**src/sv/rrq_pkg.sv**
```systemverilog
package rrq_pkg;

  localparam int MAX_TASKS_DEF = 16;
  localparam int ID_W          = 4;
  localparam int SLICE_W       = 8;
  localparam int CNT_OUT_W     = 5;

  localparam logic [SLICE_W-1:0] SLICE_RST = 8'd5;

  typedef enum logic [1:0] {
    ACT_ENQ  = 2'd0,
    ACT_DEQ  = 2'd1,
    ACT_PICK = 2'd2,
    ACT_TICK = 2'd3
  } action_t;

  typedef enum logic [1:0] {
    ST_OK      = 2'd0,
    ST_ALREADY = 2'd1,
    ST_ABSENT  = 2'd2
  } status_t;

  typedef logic [ID_W-1:0] task_id_t;

  typedef struct packed {
    action_t  action;
    task_id_t task_id;
  } rrq_in_t;

  typedef struct packed {
    status_t              status;
    logic                 picked_valid;
    task_id_t             picked_id;
    logic                 slice_expired;
    logic [CNT_OUT_W-1:0] queue_count;
  } rrq_out_t;

  // Broadcast to every slot cell
  typedef struct packed {
    logic     enq;
    logic     deq;
    task_id_t id;
  } cell_ctrl_t;

  typedef struct packed {
    logic     go;
    action_t  action;
    task_id_t id;
    logic     full;
  } tt_req_t;

  typedef struct packed {
    logic id_ok;
    logic queued;
    logic resched;
  } tt_stat_t;

endpackage

```
**src/sv/rrq_cell.sv**
```systemverilog
module rrq_cell (
  input  logic                clk,
  input  logic                rst_n,
  input  rrq_pkg::cell_ctrl_t ctrl,
  input  logic                prev_valid,
  input  logic                found_in,
  input  rrq_pkg::task_id_t   next_id,
  input  logic                next_valid,
  output rrq_pkg::task_id_t   id,
  output logic                valid,
  output logic                found_out
);
  import rrq_pkg::*;

  task_id_t id_r;
  logic     valid_r;
  logic     match;
  logic     shift;
  logic     load;

  assign match     = valid_r && (id_r == ctrl.id);
  assign found_out = found_in | match;
  // at or behind the removed entry: take the neighbour's contents
  assign shift     = ctrl.deq && found_out;
  // first empty slot takes the new tail
  assign load      = ctrl.enq && !valid_r && prev_valid;

  always_ff @(posedge clk) begin
    if (!rst_n) begin
      valid_r <= 1'b0;
    end else if (shift) begin
      valid_r <= next_valid;
    end else if (load) begin
      valid_r <= 1'b1;
    end
  end

  always_ff @(posedge clk) begin
    if (shift) begin
      id_r <= next_id;
    end else if (load) begin
      id_r <= ctrl.id;
    end
  end

  assign id    = id_r;
  assign valid = valid_r;

endmodule

```
**src/sv/rrq_task_table.sv**
```systemverilog
module rrq_task_table #(
  parameter int MAX_TASKS = rrq_pkg::MAX_TASKS_DEF
) (
  input  logic                         clk,
  input  logic                         rst_n,
  input  rrq_pkg::tt_req_t             req,
  input  logic [rrq_pkg::SLICE_W-1:0]  max_slice,
  output rrq_pkg::tt_stat_t            stat
);
  import rrq_pkg::*;

  localparam int IDX_W = (MAX_TASKS > 1) ? $clog2(MAX_TASKS) : 1;

  logic [MAX_TASKS-1:0] queued_r;
  logic [SLICE_W-1:0]   slice_r [MAX_TASKS];

  logic [IDX_W-1:0]   idx;
  logic               id_ok;
  logic               cur_q;
  logic [SLICE_W-1:0] cur_slice;
  logic [SLICE_W-1:0] slice_dec;
  logic               enq_ok;
  logic               deq_ok;
  logic               tick_ok;

  assign idx       = IDX_W'(req.id);
  assign id_ok     = int'(req.id) < MAX_TASKS;
  assign cur_q     = id_ok ? queued_r[idx] : 1'b0;
  assign cur_slice = id_ok ? slice_r[idx] : '0;
  assign slice_dec = (cur_slice == '0) ? '0 : cur_slice - 1'b1;

  assign enq_ok  = req.go && (req.action == ACT_ENQ) && id_ok && !cur_q && !req.full;
  assign deq_ok  = req.go && (req.action == ACT_DEQ) && id_ok && cur_q;
  assign tick_ok = req.go && (req.action == ACT_TICK) && id_ok;

  always_ff @(posedge clk) begin
    if (!rst_n) begin
      queued_r <= '0;
      for (int i = 0; i < MAX_TASKS; i++) begin
        slice_r[i] <= '0;
      end
    end else begin
      if (enq_ok) begin
        queued_r[idx] <= 1'b1;
        // reload an exhausted or oversized slice
        if ((cur_slice == '0) || (cur_slice > max_slice)) begin
          slice_r[idx] <= max_slice;
        end
      end
      if (deq_ok) begin
        queued_r[idx] <= 1'b0;
      end
      if (tick_ok) begin
        slice_r[idx] <= slice_dec;
      end
    end
  end

  assign stat.id_ok   = id_ok;
  assign stat.queued  = cur_q;
  assign stat.resched = id_ok && (slice_dec == '0);

endmodule

```
**src/sv/round_robin_ready_queue_top.sv**
```systemverilog
// A command transferred at one clock edge gives its result with out_strobe high in the
// following cycle. One command is taken per cycle while busy is low, and the slot cell
// chain closes up on dequeue in one step.
// Reset (rst_n low, synchronous) empties the queue, clears all flags and slices and sets
// the maximum slice to 5; busy stays high through reset and the first cycle after it.
// The receiver cannot stall results.
module round_robin_ready_queue_top #(
  parameter int MAX_TASKS = rrq_pkg::MAX_TASKS_DEF
) (
  input  logic                         clk,
  input  logic                         rst_n,
  input  logic                         start,
  output logic                         busy,
  input  rrq_pkg::rrq_in_t             in_item,
  output logic                         out_strobe,
  output rrq_pkg::rrq_out_t            out_item,
  input  logic                         cfg_valid,
  output logic                         cfg_ready,
  input  logic [rrq_pkg::SLICE_W-1:0]  cfg_data
);
  import rrq_pkg::*;

  localparam int CNT_W = $clog2(MAX_TASKS + 1);

  logic               ready_r;
  logic [SLICE_W-1:0] max_slice_r;
  logic [CNT_W-1:0]   count_r;
  logic [CNT_W-1:0]   count_nxt;
  logic               out_strobe_r;
  rrq_out_t           out_item_r;
  rrq_out_t           res;

  logic       accept;
  logic       full;
  logic       enq_ok;
  logic       deq_ok;
  tt_req_t    tt_req;
  tt_stat_t   tt_stat;
  cell_ctrl_t cell_ctrl;

  task_id_t               cell_id    [MAX_TASKS];
  logic [MAX_TASKS-1:0]   cell_valid;
  logic [MAX_TASKS:0]     found;

  assign accept    = start && ready_r;
  assign busy      = !ready_r;
  assign cfg_ready = ready_r;
  assign full      = (count_r == CNT_W'(MAX_TASKS));

  always_ff @(posedge clk) begin
    if (!rst_n) begin
      ready_r <= 1'b0;
    end else begin
      ready_r <= 1'b1;
    end
  end

  always_ff @(posedge clk) begin
    if (!rst_n) begin
      max_slice_r <= SLICE_RST;
    end else if (cfg_valid && cfg_ready) begin
      max_slice_r <= cfg_data;
    end
  end

  assign tt_req.go     = accept;
  assign tt_req.action = in_item.action;
  assign tt_req.id     = in_item.task_id;
  assign tt_req.full   = full;

  rrq_task_table #(
    .MAX_TASKS (MAX_TASKS)
  ) u_task_table (
    .clk       (clk),
    .rst_n     (rst_n),
    .req       (tt_req),
    .max_slice (max_slice_r),
    .stat      (tt_stat)
  );

  assign enq_ok = accept && (in_item.action == ACT_ENQ) && tt_stat.id_ok &&
                  !tt_stat.queued && !full;
  assign deq_ok = accept && (in_item.action == ACT_DEQ) && tt_stat.id_ok && tt_stat.queued;

  assign cell_ctrl.enq = enq_ok;
  assign cell_ctrl.deq = deq_ok;
  assign cell_ctrl.id  = in_item.task_id;

  assign found[0] = 1'b0;

  for (genvar g = 0; g < MAX_TASKS; g++) begin : g_slot
    logic     prev_valid;
    task_id_t next_id;
    logic     next_valid;

    if (g == 0) begin : g_head
      assign prev_valid = 1'b1;
    end else begin : g_body
      assign prev_valid = cell_valid[g-1];
    end

    if (g == MAX_TASKS - 1) begin : g_tail
      assign next_id    = '0;
      assign next_valid = 1'b0;
    end else begin : g_link
      assign next_id    = cell_id[g+1];
      assign next_valid = cell_valid[g+1];
    end

    rrq_cell u_cell (
      .clk        (clk),
      .rst_n      (rst_n),
      .ctrl       (cell_ctrl),
      .prev_valid (prev_valid),
      .found_in   (found[g]),
      .next_id    (next_id),
      .next_valid (next_valid),
      .id         (cell_id[g]),
      .valid      (cell_valid[g]),
      .found_out  (found[g+1])
    );
  end

  always_comb begin
    count_nxt = count_r;
    if (enq_ok) begin
      count_nxt = count_r + 1'b1;
    end else if (deq_ok) begin
      count_nxt = count_r - 1'b1;
    end
  end

  always_ff @(posedge clk) begin
    if (!rst_n) begin
      count_r <= '0;
    end else begin
      count_r <= count_nxt;
    end
  end

  always_comb begin
    res             = '0;
    res.status      = ST_OK;
    res.queue_count = CNT_OUT_W'(count_nxt);
    unique case (in_item.action)
      ACT_ENQ: begin
        if (!tt_stat.id_ok) begin
          res.status = ST_ABSENT;
        end else if (tt_stat.queued) begin
          res.status = ST_ALREADY;
        end
      end
      ACT_DEQ: begin
        if (!(tt_stat.id_ok && tt_stat.queued)) begin
          res.status = ST_ABSENT;
        end
      end
      ACT_PICK: begin
        if (cell_valid[0]) begin
          res.picked_valid = 1'b1;
          res.picked_id    = cell_id[0];
        end
      end
      ACT_TICK: begin
        res.slice_expired = tt_stat.resched;
      end
    endcase
  end

  always_ff @(posedge clk) begin
    if (!rst_n) begin
      out_strobe_r <= 1'b0;
    end else begin
      out_strobe_r <= accept;
    end
  end

  always_ff @(posedge clk) begin
    if (accept) begin
      out_item_r <= res;
    end
  end

  assign out_strobe = out_strobe_r;
  assign out_item   = out_item_r;

endmodule

```
**config.mk**
```make
export PLATFORM = sky130hd
export DESIGN_NAME = round_robin_ready_queue_top
export DESIGN_NICKNAME = d
export VERILOG_FILES = /design/src/sv/rrq_pkg.sv /design/src/sv/rrq_cell.sv /design/src/sv/rrq_task_table.sv /design/src/sv/round_robin_ready_queue_top.sv
export SDC_FILE = /design/constraint.sdc
export NUM_CORES = 1
export LEC_CHECK = 0
export BUFFER_PORTS_ARGS = -buffer_cell sky130_fd_sc_hd__buf_2
export CORE_AREA = 4 4 165 231
export CTS_BUF_LIST = sky130_fd_sc_hd__clkbuf_8
export DETAILED_ROUTE_END_ITERATION = 10
export DIE_AREA = 0 0 169 235
export PLACE_DENSITY = 0.61
export SYNTH_ARGS = -nofsm -noshare
export SYNTH_HDL_FRONTEND = slang
export SYNTH_SLANG_ARGS = --single-unit
```
**constraint.sdc**
```tcl
create_clock -name clk -period 4.9 [get_ports clk]
set_input_delay 0.735 -clock clk [delete_from_list [all_inputs] [get_ports clk]]
set_output_delay 0.735 -clock clk [all_outputs]
set_load 0.02 [all_outputs]
```
; ---- After elaboration in Yosys (flattened, before gate mapping)
; Memories as Yosys holds them, arrays and structs flattened.
; Index checks and enable logic that the tools add are counted.
[totals]
regBits = 124
mem_bits_rw = 128
output_inout_bits = 16
elab_cells = 289
memories = 1
[mem_list]
columns = name, words, word_bits, rd, rd_ports_with_merged_regs, wr, line_no
row1 = u_task_table.slice_r, 16, 8, 1, 0, 16, rrq_task_table.sv:15  ; logic [SLICE_W-1:0] slice_r [MAX_TASKS];
[classes]
n_addsub = 3
magnitude_cmp = 3
n_eq_ne = 20
muxes = 87
bitwise_logic = 20
n_reduce_logical = 113
[ops]
columns = op, count
row1 = $mux W4, 31
row2 = $logic_and A1 B1 Y1, 72
row3 = $eq A4 B4 Y1, 16
row4 = $mux W16, 3
row5 = $mux W1, 43
row6 = $reduce_bool A2 Y1, 15
row7 = $mux W8, 3
row8 = $logic_not A1 Y1, 19
row9 = $and A16 B16 Y16, 1
row10 = $logic_not A8 Y1, 2
row11 = $not A16 Y16, 1
row12 = $or A1 B1 Y1, 16
row13 = $or A16 B16 Y16, 1
row14 = $mux W5, 3
row15 = $gt A8 B8 Y1, 1
row16 = $reduce_or A8 Y1, 1
row17 = $sub A8 B1 Y8 const B, 1
row18 = $add A5 B1 Y5 const B, 1
row19 = $eq A5 B5 Y1 const B, 1
row20 = $lt A4 B5 Y1 const B, 1
row21 = $sub A5 B1 Y5 const B, 1
row22 = $bmux W1 S4, 1
row23 = $demux W1 S4, 1
row24 = $eq A2 B2 Y1 const B, 2
row25 = other kinds (9), 9

; ---- Logic depth before layout (Yosys ltp)
; Gate-level depths: netlist of the first run.
[logic_depth]
word_depth = 19
ltp_mapped = 17
mapped_depth_nobuf = 12

; ---- Modules after synthesis
; From an unflattened synthesis of the first run, not the netlist that was laid out.
[unflattened]
hier_cells = 1448
area_unflattened_um2 = 16134.2
[modules_own_cells]
columns = mod, n_inst, cells_each, area_each_um2, seq_area_each_um2
row1 = rrq_task_table, 1, 549, 8000.2, 4164.0
row2 = rrq_cell, 16, 49, 434.2, 140.1
row3 = round_robin_ready_queue_top, 1, 115, 1187.4, 690.7

; ---- Worst setup path after synthesis of the first run
; OpenSTA, ideal clock, no wires.
[synth_path]
path_kind = input to register
from = in in_item[1] (netlist name)
to = mem u_task_table.slice_r[13][0] (enable)
arrival_ns = 4.154
slack_ns = 0.362
stages = 17
path_buffers = 5
path_cell_list = buf_4 buf_6 buf_4 buf_4 mux4_2 a22o_1 nor2_2 inv_1 ha_1 a21o_1 a21oi_1 a21oi_1 o21ai_0 a211oi_4 nor2_2 buf_4 o21ai_0
[synth_lines]
columns = element, line_no
row1 = "start, declared", round_robin_ready_queue_top.sv:14  ; input rrq_pkg::rrq_in_t in_item,
row2 = "end, declared", rrq_task_table.sv:15

==> impl_results.md, run 1 <==
* Final period util at 0.844
* Top_reg_cell synth: edfxtp_1
* Clock slew at reported path FFs at ~0.06 ns
* Max-cap violation count at 0
* Cell Area, Placed at 13300 sq um
* Crit end category: register
* GRT Total Usage at 0.153
* Synth Register Bits at 252
* Post-CTS sizing at 0
* Pins over their slew limit at 0
* Outcome: complete, no violations
* # rows at 82
* Design area at 14100 sq um
* P&R area growth vs syn at 12.9%
* Most frequent CP cell: o21a_1
* Total iterations of the first detailed-routing run at 5
* Cell variety after synth at 62
* R2r worst-path depth at 13
* Min Tclk post-route at 4.14 ns
* Met1 Resource Use GR at 0.170
* Worst Path Max Fanout at 22
* Vias post-DR at 8141
* Final setup skew at around 0.047 ns
* Post-DP HPWL at roughly 21000 um
* Number of synthesized flops with an enable pin at between 200 and 250
* Worst Hold Class: primary input to register
* Die Wd at 169 um
* Clk buf depth at 3
* Die area at 39700 sq um
* Ys Warns at 0
* Initial DRC Count at ~460
* GR Util met2 at 0.286
* VDD IR max at 0.000190 V
* Share of cells above drive strength 1 at 0.238
* Syn_area_per_cell at approximately 12 sq um
* Total gr overflow at 0
* Worst r2r dst: u_task_table.slice_r[2][5]
* Hold_sp: cfg_data[0]
* CP Cell Sequence: buf_4 > mux4_2 > a22oi_1 > nand2_1 > ha_1 > nor2b_1 > o21a_1 > o21a_1 > o21a_1 > o21ai_0 > a211oi_4 > buf_4 > o21ai_2 > nand2_1
* Reg2Reg Launch Point: u_task_table.slice_r[3][1]
* Busiest layer in global routing: met2
* Final GP Congestion at 0.865
* # clock sinks at approximately 250
* Die height at 235 um
* WP data arrival at 4.31 ns
* LEAKAGE at between 4 and 5 nW
* Grt met3 use at 0.0220
* CP required at 5.08 ns
* CORE AREA at 35800 sq um
* Routed length per placed instance at 19.3 um
* Worst-skew pair later-pin latency at 0.58 ns
* Critical Path Max Stage Delay at roughly 0.58 ns
* Initial antenna violation count at 0
* CTS Hold Bufs at 0
* Crit path max-delay cell type: mux4_2
* H-tree Lvls at 2
* Worst Hold Depth at 3
* FFs w/ async S/R, synth at 0
* NumNets Final at 1102
* Endpoints failing hold at 0
* FMAX at 242 MHz
* RSZ-0062 raised after global routing: no
* Postcts setup bufs at 0
* Type of the worst setup path: primary input to register
* Ant diodes at 0
* Pwr/cell area at 326 nW/um^2
* Root Driver: clkbuf_8
* Total CTS buffers at 41
* Mapped Cells at 1008
* Setup TNS at 0 ns
* First-pass GRT wire length at just under 50000 um
* Sequential share of the synthesized area at 0.563
* Port Buf Inserts at 33
* Min Hold Slack at around 0.39 ns
* Worst-margin pin slew at 0.838 ns
* Vias in the first global route at 8599
* Setup violators final at 0
* R2r setup slk at between 1 and 1.5 ns
* Drc violations at 0
* Max-slew headroom at 0.437
* Hold Path Sink: max_slice_r[0]
* Synthesized Nets at slightly above 1000
* Antenna Nets Post-Route at 0
* Initial Util at 0.350
* Synth Cell Area at 12500 sq um
* Routed vias/inst at 5.20
* Routed Wire Length at 30200 um
* # IOs at 34
* Pin count of the biggest net entering global routing at 42
* CTS tree: built
* Setup crit start kind: primary input
==> through the flow <==
stage	setup WS [ns]	utilization	cells	total power, W
2_1_floorplan	0.362	-	1008	0.00271
6_report	0.765	0.395	1566	0.00462
3_5_place_dp	0.182	0.372	1491	0.00284
3_3_place_gp	0.224	0.372	1491	0.00284
5_1_grt	0.527	0.395	1566	0.00480
4_1_cts	0.767	0.395	1566	0.00467
==> synth_stat cells (4+ instances only) <==
library cell | instances | share of area
a211oi_1 | 18 | 0.011
a21oi_1 | 34 | 0.014
a22o_1 | 4 | 0.0028
a22oi_1 | 14 | 0.0084
a311oi_1 | 4 | 0.0028
a31oi_1 | 8 | 0.0040
and2_1 | 13 | 0.0065
buf_1 | 4 | 0.0012
buf_2 | 12 | 0.0048
buf_4 | 12 | 0.0072
buf_6 | 7 | 0.0063
clkbuf_1 | 27 | 0.0081
dfxtp_1 | 51 | 0.081
edfxtp_1 | 201 | 0.48
ha_1 | 12 | 0.012
inv_1 | 21 | 0.0063
mux2_2 | 59 | 0.053
mux2i_1 | 21 | 0.017
mux4_2 | 36 | 0.065
nand2_1 | 67 | 0.020
nand2b_1 | 10 | 0.0050
nand3_1 | 16 | 0.0064
nor2_1 | 126 | 0.038
nor2b_1 | 9 | 0.0045
nor3_1 | 51 | 0.020
nor3_2 | 6 | 0.0048
nor3b_1 | 5 | 0.0030
nor4_1 | 6 | 0.0030
o21a_1 | 4 | 0.0024
o21ai_0 | 18 | 0.0072
o21ai_1 | 7 | 0.0028
o21ai_2 | 8 | 0.0056
o31ai_1 | 4 | 0.0024
xnor2_1 | 32 | 0.022
xor2_1 | 40 | 0.028
==> layer usage <==
| metal | wire length (um) | vias up | share of wire |
|---|---|---|---|
| met1 | 11300 | 4031 | 0.38 |
| met4 | 1260 | 0 | 0.042 |
| met5 | 0 | - | 0 |
| li1 | - | 3862 | - |
| met3 | 1040 | 64 | 0.034 |
| met2 | 16600 | 184 | 0.55 |
==> worst max-delay path by stage <==
stage | startpoint | end | slack [ns] | depth (start not counted)
global route | in_item[0] | u_task_table.slice_r[7][1] | 0.53 | 13
floorplan | in_item[1] | u_task_table.slice_r[13][0] | 0.36 | 17
detailed placement | in_item[0] | u_task_table.slice_r[2][3] | 0.18 | 14
CTS | in_item[0] | u_task_table.slice_r[2][5] | 0.77 | 14
global placement | in_item[0] | u_task_table.slice_r[2][3] | 0.22 | 14
finish | in_item[0] | u_task_table.slice_r[2][5] | 0.76 | 14
==> layout make-up <==
cell class | instances | area, sq um
timing repair buffer | 84 | 578
inverter | 22 | 82.6
fill | 3391 | 21700
tap | 462 | 578
multi-input combinational | 671 | 5040
sequential | 252 | 7060
clock buffer | 44 | 606
clock inverter | 31 | 206
==> where the power goes <==
group	total (W)	leakage, nW	switching (W)	internal (W)
clock network	0.00182	0.461	0.000866	0.000951
logic	0.000418	2.08	0.000254	0.000165
registers	0.00238	2.40	0.0000241	0.00236
total	0.00462	4.94	0.00114	0.00347
==> cells in the final DEF (no fill, tap or decap), drive strengths merged, types with 7 or more instances in the layout <==
| cell type | n |
|---|---|
| edfxtp | 201 |
| nor2 | 128 |
| buf | 84 |
| nand2 | 67 |
| mux2 | 62 |
| nor3 | 58 |
| dfxtp | 51 |
| clkbuf | 44 |
| xor2 | 40 |
| mux4 | 36 |
| inv | 35 |
| a21oi | 34 |
| o21ai | 33 |
| xnor2 | 32 |
| mux2i | 21 |
| a211oi | 19 |
| nand3 | 18 |
| clkinv | 16 |
| a22oi | 15 |
| and2 | 13 |
| ha | 12 |
| nand2b | 10 |
| nor2b | 9 |
| a31oi | 8 |
| nor4 | 7 |
==> critical path: cells and delay by family <==
| family | cells | cell delay, ns |
|---|---|---|
| buffers and inverters | 2 | 0.62 |
| muxes | 1 | 0.58 |
| adders and majority gates | 1 | 0.32 |
| and+or+nand+nor | 3 | 0.61 |
| AOI/OAI and AO/OA | 7 | 1.42 |
==> sequential cells by signal, indices dropped and copies added, names as in the netlist <==
register,cells
u_task_table.slice_r,128
g_slot.u_cell.id,64
g_slot.u_cell.valid,16
u_task_table.queued_r,16
out_item,13
max_slice_r,8
count_r,5
cfg_ready,1
out_strobe,1
==> cells by family (layout without fill, tap and decap cells) <==
group / count (synthesis) / after routing / synth area share
buf+inv: 85 / 181 / 0.0353
fa+ha+maj: 12 / 12 / 0.0120
xor+xnor: 72 / 72 / 0.0503
simple gates: 323 / 323 / 0.121
compound gates: 145 / 145 / 0.0808
flops: 252 / 252 / 0.563
mux: 119 / 119 / 0.137
Power figures use the tool's default switching activity.
==> inputs of run 2 (changes only) <==
--- a/config.mk
+++ b/config.mk
@@ -5,12 +5,13 @@
 export SDC_FILE = /design/constraint.sdc
 export NUM_CORES = 1
 export LEC_CHECK = 0
+export ABC_AREA = 1
 export BUFFER_PORTS_ARGS = -buffer_cell sky130_fd_sc_hd__buf_2
-export CORE_AREA = 4 4 165 231
+export CORE_AREA = 4 4 163 229
 export CTS_BUF_LIST = sky130_fd_sc_hd__clkbuf_8
 export DETAILED_ROUTE_END_ITERATION = 10
-export DIE_AREA = 0 0 169 235
-export PLACE_DENSITY = 0.61
+export DIE_AREA = 0 0 167 233
+export PLACE_DENSITY = 0.63
 export SYNTH_ARGS = -nofsm -noshare
 export SYNTH_HDL_FRONTEND = slang
 export SYNTH_SLANG_ARGS = --single-unit
==> constraint.sdc (replaced) <==
create_clock -name clk -period 3.4 [get_ports clk]
set_input_delay 0.51 -clock clk [delete_from_list [all_inputs] [get_ports clk]]
set_output_delay 0.51 -clock clk [all_outputs]
set_load 0.02 [all_outputs]
==> run 2 against run 1 <==
Compared with the run above: non-clock buffer count grew 56; clock power grew 50%; synthesized cell count grew 29%; sequential share of layout area shrank 2.1 points; setup slack lost 0.53 ns; critical path type unchanged; critical endpoint is now u_task_table.slice_r[12][7]; highest routed layer is now met5.
==> impl_results.md, run 2 <==
* Top_reg_cell synth: edfxtp_1
* Routed length per placed instance at 18.0 um
* Vias post-DR at 9880
* Die height at 233 um
* Final period util at 0.931
* NumNets Final at roughly 1500
* Pwr/cell area at 464 nW/um^2
* # clock sinks at 252
* Root Driver: clkbuf_8
* Synth Register Bits at 252
* Clock Power Share at 0.398
* Sw Share at 0.248
* Total CTS buffers at 41
* Die Wd at 167 um
* Type of the worst setup path: primary input to register
* Synth Cell Area at 12200 sq um
* Busiest layer in global routing: met2
* Min Tclk post-route at 3.16 ns
* Commonest cells after routing, fill and taps aside: 252 x nand2_1, 226 x nor2_1, 201 x edfxtp_1
* Synth top area share at 0.494
* Max-slew headroom at 0.255
* Final setup skew at between 0.01 and 0.015 ns
* WP data arrival at 3.47 ns
* Worst Path Max Fanout at 17
* Postcts setup bufs at 0
* Routed Wire Length at between 30000 and 40000 um
* VDD IR max at around 0.00028 V
* Routed vias/inst at 5.13
* Synthesized Nets at 1334
* Pin count of the biggest net entering global routing at 45
* First-pass GRT wire length at 53200 um
* CTS Hold Bufs at 0
* Die area at 38900 sq um
* Post-CTS sizing at 0
* CORE AREA at 35400 sq um
* Register bank with the most flops: u_task_table.slice_r
* Grt met3 use at 0.0277
* H-tree Lvls at 2
* FMAX at 316 MHz
* Endpoints failing hold at 0
* Initial Util at 0.345
* Share of cells above drive strength 1 at 0.172
* Initial antenna violation count at 2
* Top cells by area, synth: edfxtp_1 49%, dfxtp_1 8.3%, nand2_1 8.2%
* Setup violators final at 0
* Switching pwr at around 0.0017 W
* Mapped Cells at 1304
* # IOs at 34
* FFs w/ async S/R, synth at 0
* Total iterations of the first detailed-routing run at 5
* Worst-margin pin slew at 1.11 ns
* Post-DP HPWL at 24700 um
* Cell variety after synth at a little under 50
* Commonest non-fill, non-tap cell in the layout: nand2_1
* Power share of the combinational group at 0.102
* Total gr overflow at 0
* Ys Warns at 0
* Power Internal at just over 0.005 W
* Clk buf depth at 3
* Sequential share of the synthesized area at 0.577
* P&R area growth vs syn at 20.8%
* Setup TNS at 0 ns
* Most numerous cell in the Yosys netlist: nand2_1
* Final GP Congestion at 0.934
* Final cell utilization of the core at 0.417
* Pins over their slew limit at 0
* Number of synthesized flops with an enable pin at 201
* Vias in the first global route at approximately 10000
* Worst-skew pair later-pin latency at 0.56 ns
* Total power at slightly below 0.007 W
* GR Util met2 at 0.327
* Clock slew at reported path FFs at 0.06 ns
* Largest area contributor in the netlist: edfxtp_1
* Crit end category: register
* Synth cell count leaders: 268 x nand2_1, 227 x nor2_1, 201 x edfxtp_1
* R2r setup slk at 0.26 ns
* Antenna Nets Post-Route at 0
* Syn_area_per_cell at approximately 9.4 sq um
* Initial DRC Count at 775
* Drc violations at 0
* Outcome: complete, no violations
* Max-cap violation count at 0
* Setup crit start kind: primary input
* CTS tree: built
* Port Buf Inserts at 33
* LEAKAGE at just over 6 nW
* GRT Total Usage at 0.174
* CP required at about 3.7 ns
* Max FFs per register at between 100 and 150
* # rows at 82
* Worst Hold Class: primary input to register
* Sequential power share at 0.500
* Met1 Resource Use GR at 0.186
==> run 2: cell types whose count changed in the layout (fill, tap and decap cells not counted), sizes merged, moves of 21 or more <==
cell / change
a22oi: +57
o21ai: +65
nand2: +216
mux2i: -21
nor2: +104
mux4: -36
inv: +89
nor3: -52
xnor2: -25
mux2: -62
xor2: -29
buf: +55
==> run 2: worst paths after layout <==
check                                           startpoint                           to  cells after the start
worst max-delay path                            in_item[1]  u_task_table.slice_r[12][7]                     21
worst min-delay path                           cfg_data[0]               max_slice_r[0]                      3
worst max register to register  u_task_table.slice_r[3][1]  u_task_table.slice_r[12][7]                     21
worst min register to register   u_task_table.queued_r[10]    u_task_table.queued_r[10]                      2
==> run 2: area by class of cell <==
type	instances	area, sq um
Antenna cell	1	2.50
Clock buffer	48	661
Clock inverter	27	186
Fill cell	3398	20600
Inverter	111	422
Multi-Input combinational cell	884	4560
Sequential cell	252	7060
Tap cell	462	578
Timing Repair Buffer	140	1300
==> run 2: kinds of logic (layout without fill, tap and decap cells) <==
group                      after synthesis  after routing  synth area share
AOI/OAI and AO/OA                      282            282             0.145
xor gates and xnor gates                18             18            0.0129
adders and majority gates               12             12            0.0123
buffers and inverters                  168            326            0.0569
DFF                                    252            252             0.577
other                                    0              1                 0
and+or+nand+nor                        572            572             0.196
==> run 2: through the flow <==
step | setup WS (ns) | cell area [sq um] | hold slack (ns) | instances
6_report | 0.236 | 14800 | 0.171 | 1925
5_1_grt | -0.00636 | 14800 | 0.153 | 1925
4_1_cts | 0.202 | 14700 | 0.139 | 1923
3_5_place_dp | -0.384 | 13900 | 0.501 | 1848
3_3_place_gp | -0.333 | 13900 | 0.494 | 1848
2_1_floorplan | -0.0147 | 12300 | 0.455 | 1304
==> run 2: worst max-delay path, cell delays in order <==
cell	delay, ns
buf_2	0.17
nand2_2	0.10
inv_2	0.07
buf_12	0.15
buf_4	0.15
a22oi_1	0.21
nand2_1	0.11
nand2_1	0.09
nand2_1	0.06
nor2_2	0.15
inv_2	0.05
ha_1	0.26
nand2_1	0.06
o41ai_1	0.36
nand2_1	0.09
nand3_1	0.09
nand2_2	0.13
clkbuf_16	0.23
nand2_1	0.15
buf_4	0.18
nor2_1	0.06
==> run 2: per-layer routing <==
layer / part of all wire / wire length, um
met5: 0.00052 / 18
met4: 0.049 / 1700
met3: 0.046 / 1590
met2: 0.53 / 18400
met1: 0.37 / 12900
==> run 2: power groups by stage <==
stage	Sequential (W)	Combinational [W]	Clock [W]
3_3_place_gp	0.00349	0.000683	0
5_1_grt	0.00343	0.000761	0.00293
3_5_place_dp	0.00349	0.000688	0
6_report	0.00343	0.000698	0.00273
2_1_floorplan	0.00348	0.000383	0
4_1_cts	0.00343	0.000689	0.00278
